==> src/hw/rtl/sha_pkg.sv <==
package sha_pkg;

    typedef enum logic [2:0] {
        ST_IDLE,
        ST_PAD,
        ST_ROUND,
        ST_ADD,
        ST_EMIT
    } state_t;

    typedef struct packed {
        logic load_byte;
        logic [7:0] load_value;
        logic count_byte;
        logic start_block;
        logic round_step;
        logic add_hash;
        logic reset_hash;
    } cmd_t;

    typedef struct packed {
        logic [5:0] fill;
        logic [63:0] bit_len;
    } status_t;

    localparam logic [7:0] PAD_BYTE = 8'h80;
    localparam logic [5:0] LEN_POS = 6'd56;

    localparam logic [31:0] INIT_HASH [8] = '{
        32'h6a09e667, 32'hbb67ae85, 32'h3c6ef372, 32'ha54ff53a,
        32'h510e527f, 32'h9b05688c, 32'h1f83d9ab, 32'h5be0cd19};

    localparam logic [31:0] ROUND_K [64] = '{
        32'h428a2f98, 32'h71374491, 32'hb5c0fbcf, 32'he9b5dba5, 32'h3956c25b, 32'h59f111f1,
        32'h923f82a4, 32'hab1c5ed5, 32'hd807aa98, 32'h12835b01, 32'h243185be, 32'h550c7dc3,
        32'h72be5d74, 32'h80deb1fe, 32'h9bdc06a7, 32'hc19bf174, 32'he49b69c1, 32'hefbe4786,
        32'h0fc19dc6, 32'h240ca1cc, 32'h2de92c6f, 32'h4a7484aa, 32'h5cb0a9dc, 32'h76f988da,
        32'h983e5152, 32'ha831c66d, 32'hb00327c8, 32'hbf597fc7, 32'hc6e00bf3, 32'hd5a79147,
        32'h06ca6351, 32'h14292967, 32'h27b70a85, 32'h2e1b2138, 32'h4d2c6dfc, 32'h53380d13,
        32'h650a7354, 32'h766a0abb, 32'h81c2c92e, 32'h92722c85, 32'ha2bfe8a1, 32'ha81a664b,
        32'hc24b8b70, 32'hc76c51a3, 32'hd192e819, 32'hd6990624, 32'hf40e3585, 32'h106aa070,
        32'h19a4c116, 32'h1e376c08, 32'h2748774c, 32'h34b0bcb5, 32'h391c0cb3, 32'h4ed8aa4a,
        32'h5b9cca4f, 32'h682e6ff3, 32'h748f82ee, 32'h78a5636f, 32'h84c87814, 32'h8cc70208,
        32'h90befffa, 32'ha4506ceb, 32'hbef9a3f7, 32'hc67178f2};

    function automatic logic [31:0] ror32(input logic [31:0] v, input int n);
        ror32 = (v >> n) | (v << (32 - n));
    endfunction

endpackage

==> src/hw/rtl/sha_if.sv <==
interface sha_in_if;
    logic valid;
    logic ready;
    logic kind;
    logic [7:0] data_byte;
    modport source (output valid, kind, data_byte, input ready);
    modport sink (input valid, kind, data_byte, output ready);
endinterface

interface sha_out_if;
    logic valid;
    logic ready;
    logic [31:0] digest_word;
    logic [2:0] word_index;
    logic last;
    modport source (output valid, digest_word, word_index, last, input ready);
    modport sink (input valid, digest_word, word_index, last, output ready);
endinterface

==> src/hw/rtl/sha256_stream_hasher_top.sv <==
// SHA-256 hasher over a byte stream.
// in_ch carries kind and data_byte: kind 0 appends data_byte, kind 1 ends the
// message. out_ch returns eight digest words, word_index 0 first, last on 7.
// Data bytes are taken one per cycle while in_ch.ready is high; every 64th
// byte starts a block compression (one round per cycle in the single round
// unit) followed by a hash update, during which in_ch.ready is low.
// A finish loads pad and length bytes one per cycle, runs one or two
// compressions, then presents the digest words one per cycle while
// out_ch.ready is high. A stalled receiver holds the current word; no new
// transaction is taken until the eighth word has gone.
// After the last word the hash state returns to the initial values, so the
// next message starts fresh. Reset (rst_n low) does the same at once.
module sha256_stream_hasher_top (
    input  logic clk,
    input  logic rst_n,
    sha_in_if.sink in_ch,
    sha_out_if.source out_ch
);
    sha_pkg::cmd_t cmd;
    sha_pkg::status_t status;
    logic [2:0] word_sel;
    logic [31:0] hash_word;

    sha_ctrl u_ctrl (
        .clk(clk), .rst_n(rst_n), .in_ch(in_ch), .out_ready(out_ch.ready),
        .out_valid(out_ch.valid), .word_sel(word_sel), .status(status), .cmd(cmd)
    );

    sha_datapath u_dp (
        .clk(clk), .rst_n(rst_n), .cmd(cmd), .word_sel(word_sel),
        .status(status), .hash_word(hash_word)
    );

    assign out_ch.digest_word = hash_word;
    assign out_ch.word_index = word_sel;
    assign out_ch.last = (word_sel == 3'd7);

    assert property (@(posedge clk) disable iff (!rst_n)
        out_ch.valid |-> !in_ch.ready)
        else $error("input taken while digest pending");
endmodule

==> src/hw/rtl/sha_datapath.sv <==
module sha_datapath (
    input  logic clk,
    input  logic rst_n,
    input  sha_pkg::cmd_t cmd,
    input  logic [2:0] word_sel,
    output sha_pkg::status_t status,
    output logic [31:0] hash_word
);
    // The 16-word window doubles as block buffer and message schedule.
    logic [31:0] w_reg [16];
    logic [31:0] w_next [16];
    logic [31:0] r_reg [8];
    logic [31:0] r_next [8];
    logic [31:0] h_reg [8];
    logic [31:0] h_next [8];
    logic [5:0] fill_reg;
    logic [5:0] fill_next;
    logic [5:0] round_reg;
    logic [5:0] round_next;
    logic [63:0] total_reg;
    logic [63:0] total_next;
    logic [31:0] s0, s1, t1, t2, w_new;

    assign status.fill = fill_reg;
    assign status.bit_len = {total_reg[60:0], 3'b000};
    assign hash_word = h_reg[word_sel];

    always_comb
    begin
        s0 = sha_pkg::ror32(w_reg[1], 7) ^ sha_pkg::ror32(w_reg[1], 18) ^ (w_reg[1] >> 3);
        s1 = sha_pkg::ror32(w_reg[14], 17) ^ sha_pkg::ror32(w_reg[14], 19)
            ^ (w_reg[14] >> 10);
        w_new = s1 + w_reg[9] + s0 + w_reg[0];
        t1 = r_reg[7] + (sha_pkg::ror32(r_reg[4], 6) ^ sha_pkg::ror32(r_reg[4], 11)
            ^ sha_pkg::ror32(r_reg[4], 25)) + ((r_reg[4] & r_reg[5]) ^ (~r_reg[4] & r_reg[6]))
            + sha_pkg::ROUND_K[round_reg] + w_reg[0];
        t2 = (sha_pkg::ror32(r_reg[0], 2) ^ sha_pkg::ror32(r_reg[0], 13)
            ^ sha_pkg::ror32(r_reg[0], 22))
            + ((r_reg[0] & r_reg[1]) ^ (r_reg[0] & r_reg[2]) ^ (r_reg[1] & r_reg[2]));
        w_next = w_reg;
        r_next = r_reg;
        h_next = h_reg;
        fill_next = fill_reg;
        round_next = round_reg;
        total_next = total_reg;
        if (cmd.count_byte)
            total_next = total_reg + 64'd1;
        if (cmd.load_byte)
        begin
            // shift bytes into the window; a full block lands in word order
            for (int i = 0; i < 15; i++)
                w_next[i] = {w_reg[i][23:0], w_reg[i + 1][31:24]};
            w_next[15] = {w_reg[15][23:0], cmd.load_value};
            fill_next = fill_reg + 6'd1;
        end
        if (cmd.start_block)
        begin
            r_next = h_reg;
            round_next = '0;
        end
        if (cmd.round_step)
        begin
            for (int i = 0; i < 15; i++)
                w_next[i] = w_reg[i + 1];
            w_next[15] = w_new;
            r_next[7] = r_reg[6];
            r_next[6] = r_reg[5];
            r_next[5] = r_reg[4];
            r_next[4] = r_reg[3] + t1;
            r_next[3] = r_reg[2];
            r_next[2] = r_reg[1];
            r_next[1] = r_reg[0];
            r_next[0] = t1 + t2;
            round_next = round_reg + 6'd1;
        end
        if (cmd.add_hash)
            for (int i = 0; i < 8; i++)
                h_next[i] = h_reg[i] + r_reg[i];
        if (cmd.reset_hash)
        begin
            h_next = sha_pkg::INIT_HASH;
            fill_next = '0;
            total_next = '0;
        end
    end

    always_ff @(posedge clk or negedge rst_n)
    begin
        if (!rst_n)
        begin
            h_reg <= sha_pkg::INIT_HASH;
            fill_reg <= '0;
            total_reg <= '0;
            round_reg <= '0;
        end
        else
        begin
            h_reg <= h_next;
            fill_reg <= fill_next;
            total_reg <= total_next;
            round_reg <= round_next;
        end
    end

    always_ff @(posedge clk)
    begin
        w_reg <= w_next;
        r_reg <= r_next;
    end

    assert property (@(posedge clk) disable iff (!rst_n)
        cmd.start_block |=> round_reg == 6'd0)
        else $error("round counter not cleared at block start");
    assert property (@(posedge clk) disable iff (!rst_n)
        cmd.reset_hash |=> fill_reg == 6'd0 && total_reg == 64'd0)
        else $error("counters not cleared after digest");
endmodule

==> src/hw/rtl/sha_ctrl.sv <==
module sha_ctrl (
    input  logic clk,
    input  logic rst_n,
    sha_in_if.sink in_ch,
    input  logic out_ready,
    output logic out_valid,
    output logic [2:0] word_sel,
    input  sha_pkg::status_t status,
    output sha_pkg::cmd_t cmd
);
    sha_pkg::state_t state_reg, state_next;
    logic [5:0] cnt_reg, cnt_next;
    logic pad_reg, pad_next;   // padding run in progress
    logic len_blk_reg, len_blk_next;   // length bytes go into the current block
    logic [63:0] len_reg, len_next;
    logic [5:0] pos;

    assign word_sel = cnt_reg[2:0];
    assign pos = status.fill;

    always_comb
    begin
        state_next = state_reg;
        cnt_next = cnt_reg;
        pad_next = pad_reg;
        len_blk_next = len_blk_reg;
        len_next = len_reg;
        cmd = '0;
        in_ch.ready = 1'b0;
        out_valid = 1'b0;
        case (state_reg)
            sha_pkg::ST_IDLE:
            begin
                in_ch.ready = 1'b1;
                if (in_ch.valid)
                begin
                    if (!in_ch.kind)
                    begin
                        cmd.load_byte = 1'b1;
                        cmd.load_value = in_ch.data_byte;
                        cmd.count_byte = 1'b1;
                        if (pos == 6'd63)
                            state_next = sha_pkg::ST_ROUND;
                    end
                    else
                    begin
                        len_next = status.bit_len;
                        cmd.load_byte = 1'b1;
                        cmd.load_value = sha_pkg::PAD_BYTE;
                        pad_next = 1'b1;
                        // length fits after the pad only if the pad lands below byte 56
                        len_blk_next = (pos < sha_pkg::LEN_POS);
                        state_next = (pos == 6'd63) ? sha_pkg::ST_ROUND : sha_pkg::ST_PAD;
                    end
                    cmd.start_block = (pos == 6'd63);
                    cnt_next = '0;
                end
            end
            sha_pkg::ST_PAD:
            begin
                cmd.load_byte = 1'b1;
                if (len_blk_reg && pos >= sha_pkg::LEN_POS)
                    cmd.load_value = len_reg[{~pos[2:0], 3'b000} +: 8];
                else
                    cmd.load_value = 8'h00;
                if (pos == 6'd63)
                begin
                    cmd.start_block = 1'b1;
                    cnt_next = '0;
                    state_next = sha_pkg::ST_ROUND;
                end
            end
            sha_pkg::ST_ROUND:
            begin
                cmd.round_step = 1'b1;
                cnt_next = cnt_reg + 6'd1;
                if (cnt_reg == 6'd63)
                    state_next = sha_pkg::ST_ADD;
            end
            sha_pkg::ST_ADD:
            begin
                cmd.add_hash = 1'b1;
                cnt_next = '0;
                if (!pad_reg)
                    state_next = sha_pkg::ST_IDLE;
                else if (len_blk_reg)
                    state_next = sha_pkg::ST_EMIT;
                else
                begin
                    // no room was left for the length: zero fill a fresh block, length at its end
                    len_blk_next = 1'b1;
                    state_next = sha_pkg::ST_PAD;
                end
            end
            sha_pkg::ST_EMIT:
            begin
                out_valid = 1'b1;
                if (out_ready)
                begin
                    cnt_next = cnt_reg + 6'd1;
                    if (cnt_reg[2:0] == 3'd7)
                    begin
                        cmd.reset_hash = 1'b1;
                        pad_next = 1'b0;
                        state_next = sha_pkg::ST_IDLE;
                    end
                end
            end
            default: state_next = sha_pkg::ST_IDLE;
        endcase
    end

    always_ff @(posedge clk or negedge rst_n)
    begin
        if (!rst_n)
        begin
            state_reg <= sha_pkg::ST_IDLE;
            cnt_reg <= '0;
            pad_reg <= 1'b0;
            len_blk_reg <= 1'b0;
        end
        else
        begin
            state_reg <= state_next;
            cnt_reg <= cnt_next;
            pad_reg <= pad_next;
            len_blk_reg <= len_blk_next;
        end
    end

    always_ff @(posedge clk)
    begin
        len_reg <= len_next;
    end

    assert property (@(posedge clk) disable iff (!rst_n)
        out_valid |-> state_reg == sha_pkg::ST_EMIT && pad_reg)
        else $error("digest shown outside emit");
    assert property (@(posedge clk) disable iff (!rst_n)
        (state_reg == sha_pkg::ST_ROUND && cnt_reg == 6'd63) |=> state_reg == sha_pkg::ST_ADD)
        else $error("round loop did not finish");
    assert property (@(posedge clk) disable iff (!rst_n)
        state_reg == sha_pkg::ST_EMIT |-> len_blk_reg)
        else $error("digest emitted before length block");
endmodule
==> src/flat_wrapper.sv <==
// flat-port wrapper written by rule: the top's interface ports become plain ports
module sha256_stream_hasher_top_flat 
  (clk, rst_n, in_ch_valid, in_ch_kind, in_ch_data_byte, in_ch_ready, out_ch_valid, out_ch_digest_word, out_ch_word_index, out_ch_last, out_ch_ready);
  sha_in_if in_ch_i ();
  sha_out_if out_ch_i ();
  input  logic clk;
  input  logic rst_n;
  input wire logic [$bits(in_ch_i.valid)-1:0] in_ch_valid;
  input wire logic [$bits(in_ch_i.kind)-1:0] in_ch_kind;
  input wire logic [$bits(in_ch_i.data_byte)-1:0] in_ch_data_byte;
  output wire logic [$bits(in_ch_i.ready)-1:0] in_ch_ready;
  output wire logic [$bits(out_ch_i.valid)-1:0] out_ch_valid;
  output wire logic [$bits(out_ch_i.digest_word)-1:0] out_ch_digest_word;
  output wire logic [$bits(out_ch_i.word_index)-1:0] out_ch_word_index;
  output wire logic [$bits(out_ch_i.last)-1:0] out_ch_last;
  input wire logic [$bits(out_ch_i.ready)-1:0] out_ch_ready;
  assign in_ch_i.valid = in_ch_valid;
  assign in_ch_i.kind = in_ch_kind;
  assign in_ch_i.data_byte = in_ch_data_byte;
  assign in_ch_ready = in_ch_i.ready;
  assign out_ch_valid = out_ch_i.valid;
  assign out_ch_digest_word = out_ch_i.digest_word;
  assign out_ch_word_index = out_ch_i.word_index;
  assign out_ch_last = out_ch_i.last;
  assign out_ch_i.ready = out_ch_ready;
  sha256_stream_hasher_top u_core (.clk(clk), .rst_n(rst_n), .in_ch(in_ch_i), .out_ch(out_ch_i));
endmodule
==> config.mk <==
export PLATFORM = sky130hd
export DESIGN_NAME = sha256_stream_hasher_top_flat
export DESIGN_NICKNAME = d
export VERILOG_FILES = /design/src/hw/rtl/sha_pkg.sv /design/src/hw/rtl/sha_if.sv /design/src/hw/rtl/sha256_stream_hasher_top.sv /design/src/hw/rtl/sha_datapath.sv /design/src/hw/rtl/sha_ctrl.sv /design/src/flat_wrapper.sv
export SDC_FILE = /design/constraint.sdc
export NUM_CORES = 2
export LEC_CHECK = 0
export ABC_CLOCK_PERIOD_IN_PS = 14800
export BUFFER_PORTS_ARGS = -buffer_cell sky130_fd_sc_hd__buf_4
export CAP_MARGIN = 20
export CORE_MARGIN = 4
export CORE_UTILIZATION = 55
export DETAILED_ROUTE_END_ITERATION = 7
export PLACE_DENSITY = 0.71
export SKIP_CTS_REPAIR_TIMING = 1
export SLEW_MARGIN = 10
export SYNTH_ARGS = -nofsm -noshare
export SYNTH_HDL_FRONTEND = slang
export SYNTH_HIERARCHICAL = 1
export SYNTH_SLANG_ARGS = --single-unit
==> constraint.sdc <==
create_clock -name clk -period 14.8 [get_ports clk]
set_clock_uncertainty 0.1 [all_clocks]
set_input_delay 2.22 -clock clk [delete_from_list [all_inputs] [get_ports clk]]
set_output_delay 2.22 -clock clk [all_outputs]
set_load 0.01 [all_outputs]
==> metrics.yaml <==
run_status:
  status: "complete, no violations"
placed_design:
  dpl.hpwl_mm: 165
  port_buffers: 50
  gp_congestion: 0.975
  dp_slack_ns: 4.74
  dpl.cell_count: 8691
routing:
  drcViolationCount: 0
  drtAntennaViolNets: 0
  vias_per_cell: 6.23
  drt_iter0_drc: 5762
  drt-total-wl_mm: 226
  wire_per_inst_um: 25.3
  vias: 55700
  first_pass_iters: 6
die:
  initial_core_util: 0.554
  io_pins: 51
  coreArea_um2: 142000
  die_area_um2: 149000
  die_y_um: 386
  rows: 138
  fp.dieW_um: 386
sta:
  fin_crit_ns: 10.42
  drv_slew: 0
  fmax_mhz: 96.0
  setup_tns_ns: 0
  rsz0062_at_grt: "no"
  max_slew_margin: 0.184
  setup_viol: 0
  period_share: 0.704
  hold_violations: 0
  timing.final.ws_setup_ns: 4.38
  tightest_slew_ns: 1.21
finish:
  final_cells: 8941
  layout-drive-gt1-share: 0.191
  seq_area_um2: 33700
  area_growth_pct: 8.40
  nNetsFinal: 7548
  final_cell_mix: "832 x edfxtp_1, 745 x mux2_2, 438 x inv_1"
  layout_commonest_cell: "edfxtp_1"
  fillers: 11500
  multi_input_comb_area_um2: 42000
  diodes: 0
  largest_register_ffs: 512
grt:
  met1_usage: 0.429
  grt_util_all_layers: 0.300
  antenna_found_initial: 2
  grt_pass1_vias: 53900
  grt_start_max_net_pins: 191
  use_met2: 0.460
  gr-usage-met3: 0.0628
  grt_overflow_total: 0
  grt_busiest_layer: "met2"
  grt_pass1_wl_mm: 340
clock_tree:
  h-tree-depth: 4
  cts_buffers: 134
  cts_root_buf: "clkbuf_16"
  cts_buffer_depth: 3
  cts_tree: "yes"
  clk_latency_ns: 0.78
  clk_pin_slew_ns: 0.07
  cts_sinks: 1172
synth:
  synth_top_cell_by_area: "edfxtp_1"
  syn_avg_cell_area_um2: 11.2
  synth-edff-count: 832
  ys_warn_count: 6
  synth_top_area_share: 0.318
  synthCells: 7007
  synth_area_leaders: "edfxtp_1 32%, mux2_2 11%, dfrtp_1 6.5%"
  yosysSeqAreaShare: 0.429
  syn-cell-area_um2: 78500
  ys_ff_latch: 1172
  synthArstFlopShare: 0.290
  synth_ff_type: "edfxtp_1"
  ys_types: 104
setup_path:
  path_class: "flip-flop to flip-flop"
  arrival_ns: 10.83
  max_stage_delay_ns: 0.76
  cp_slowest_cell: "dfrtp_1"
  cp.required_ns: 15.21
  cp-end-kind: "flip-flop"
  rrSetupSlack_ns: 4.38
  crit_path_max_fanout: 17
  cp-start-kind: "flip-flop"
  cpMostUsedCell: "inv_1"
min_path:
  hold_path.class: "flip-flop to flip-flop"
job:
  drv_cap: 0
[critical path, delay by kind of cell, from the launching register on]
family	cells	cell delay [ns]
AOI/OAI and AO/OA	12	2.66
xor gates and xnor gates	1	0.22
adders and majority gates	6	2.49
buffers and inverters	5	0.93
DFF	1	0.76
muxes	1	0.59
and+or+nand+nor	11	2.35
[metrics by stage]
| step | instance area, um^2 | hold WS (ns) | util |
|---|---|---|---|
| finish | 85100 | 0.382 | 0.600 |
| floorplan | 78500 | 0.346 | - |
| global route | 85100 | 0.394 | 0.600 |
| detailed placement | 80600 | 0.368 | 0.568 |
| CTS | 85000 | 0.384 | 0.599 |
| global placement | 80600 | 0.363 | 0.568 |
[cell families after synthesis]
| family | share of synthesized area |
|---|---|
| AOI/OAI and AO/OA | 0.125 |
| muxes | 0.143 |
| other | 0.0000478 |
| xor gates and xnor gates | 0.0684 |
| DFF | 0.429 |
| buffers and inverters | 0.0372 |
| and+or+nand+nor | 0.0839 |
| adders and majority gates | 0.113 |
[cell usage after synthesis (204+ instances only)]
| library cell | count |
|---|---|
| inv_1 | 441 |
| nor2_1 | 435 |
| mux2_2 | 745 |
| dfrtp_1 | 204 |
| edfxtp_1 | 832 |
| nand2_1 | 404 |
| xnor2_1 | 370 |
| ha_1 | 397 |
| a21oi_1 | 434 |
| o21ai_0 | 377 |
| clkbuf_1 | 258 |
| xor2_1 | 241 |
[layout make-up]
cell class,instances,area share
timing repair buffer,117,0.0120
tap,1890,0.0278
multi-input combinational,5076,0.493
clock buffer,168,0.0425
clock inverter,76,0.00956
sequential,1172,0.396
inverter,442,0.0196
[final timing paths]
path	start	to	cells after the start
min in group asynchronous	rst_n	u_core/u_dp/round_reg[3]	1
min reg2reg	u_core/u_dp/total_reg[38]	u_core/u_ctrl/len_reg[41]	0
max	u_core/u_dp/round_reg[0]	u_core/u_dp/r_reg[253]	36
min	u_core/u_dp/total_reg[38]	u_core/u_ctrl/len_reg[41]	0
max in group asynchronous	rst_n	u_core/u_dp/h_reg[167]	3
max reg2reg	u_core/u_dp/round_reg[0]	u_core/u_dp/r_reg[253]	36
[routing by layer]
| layer | up-vias | share of wire |
|---|---|---|
| li1 | 25400 | - |
| met1 | 27800 | 0.43 |
| met3 | 391 | 0.084 |
| met2 | 2156 | 0.45 |
| met5 | - | 0 |
| met4 | 0 | 0.034 |
Power is left out: the tool's default activity adds up to more than one toggle a clock period on the data nets, which glitch-free logic cannot reach.
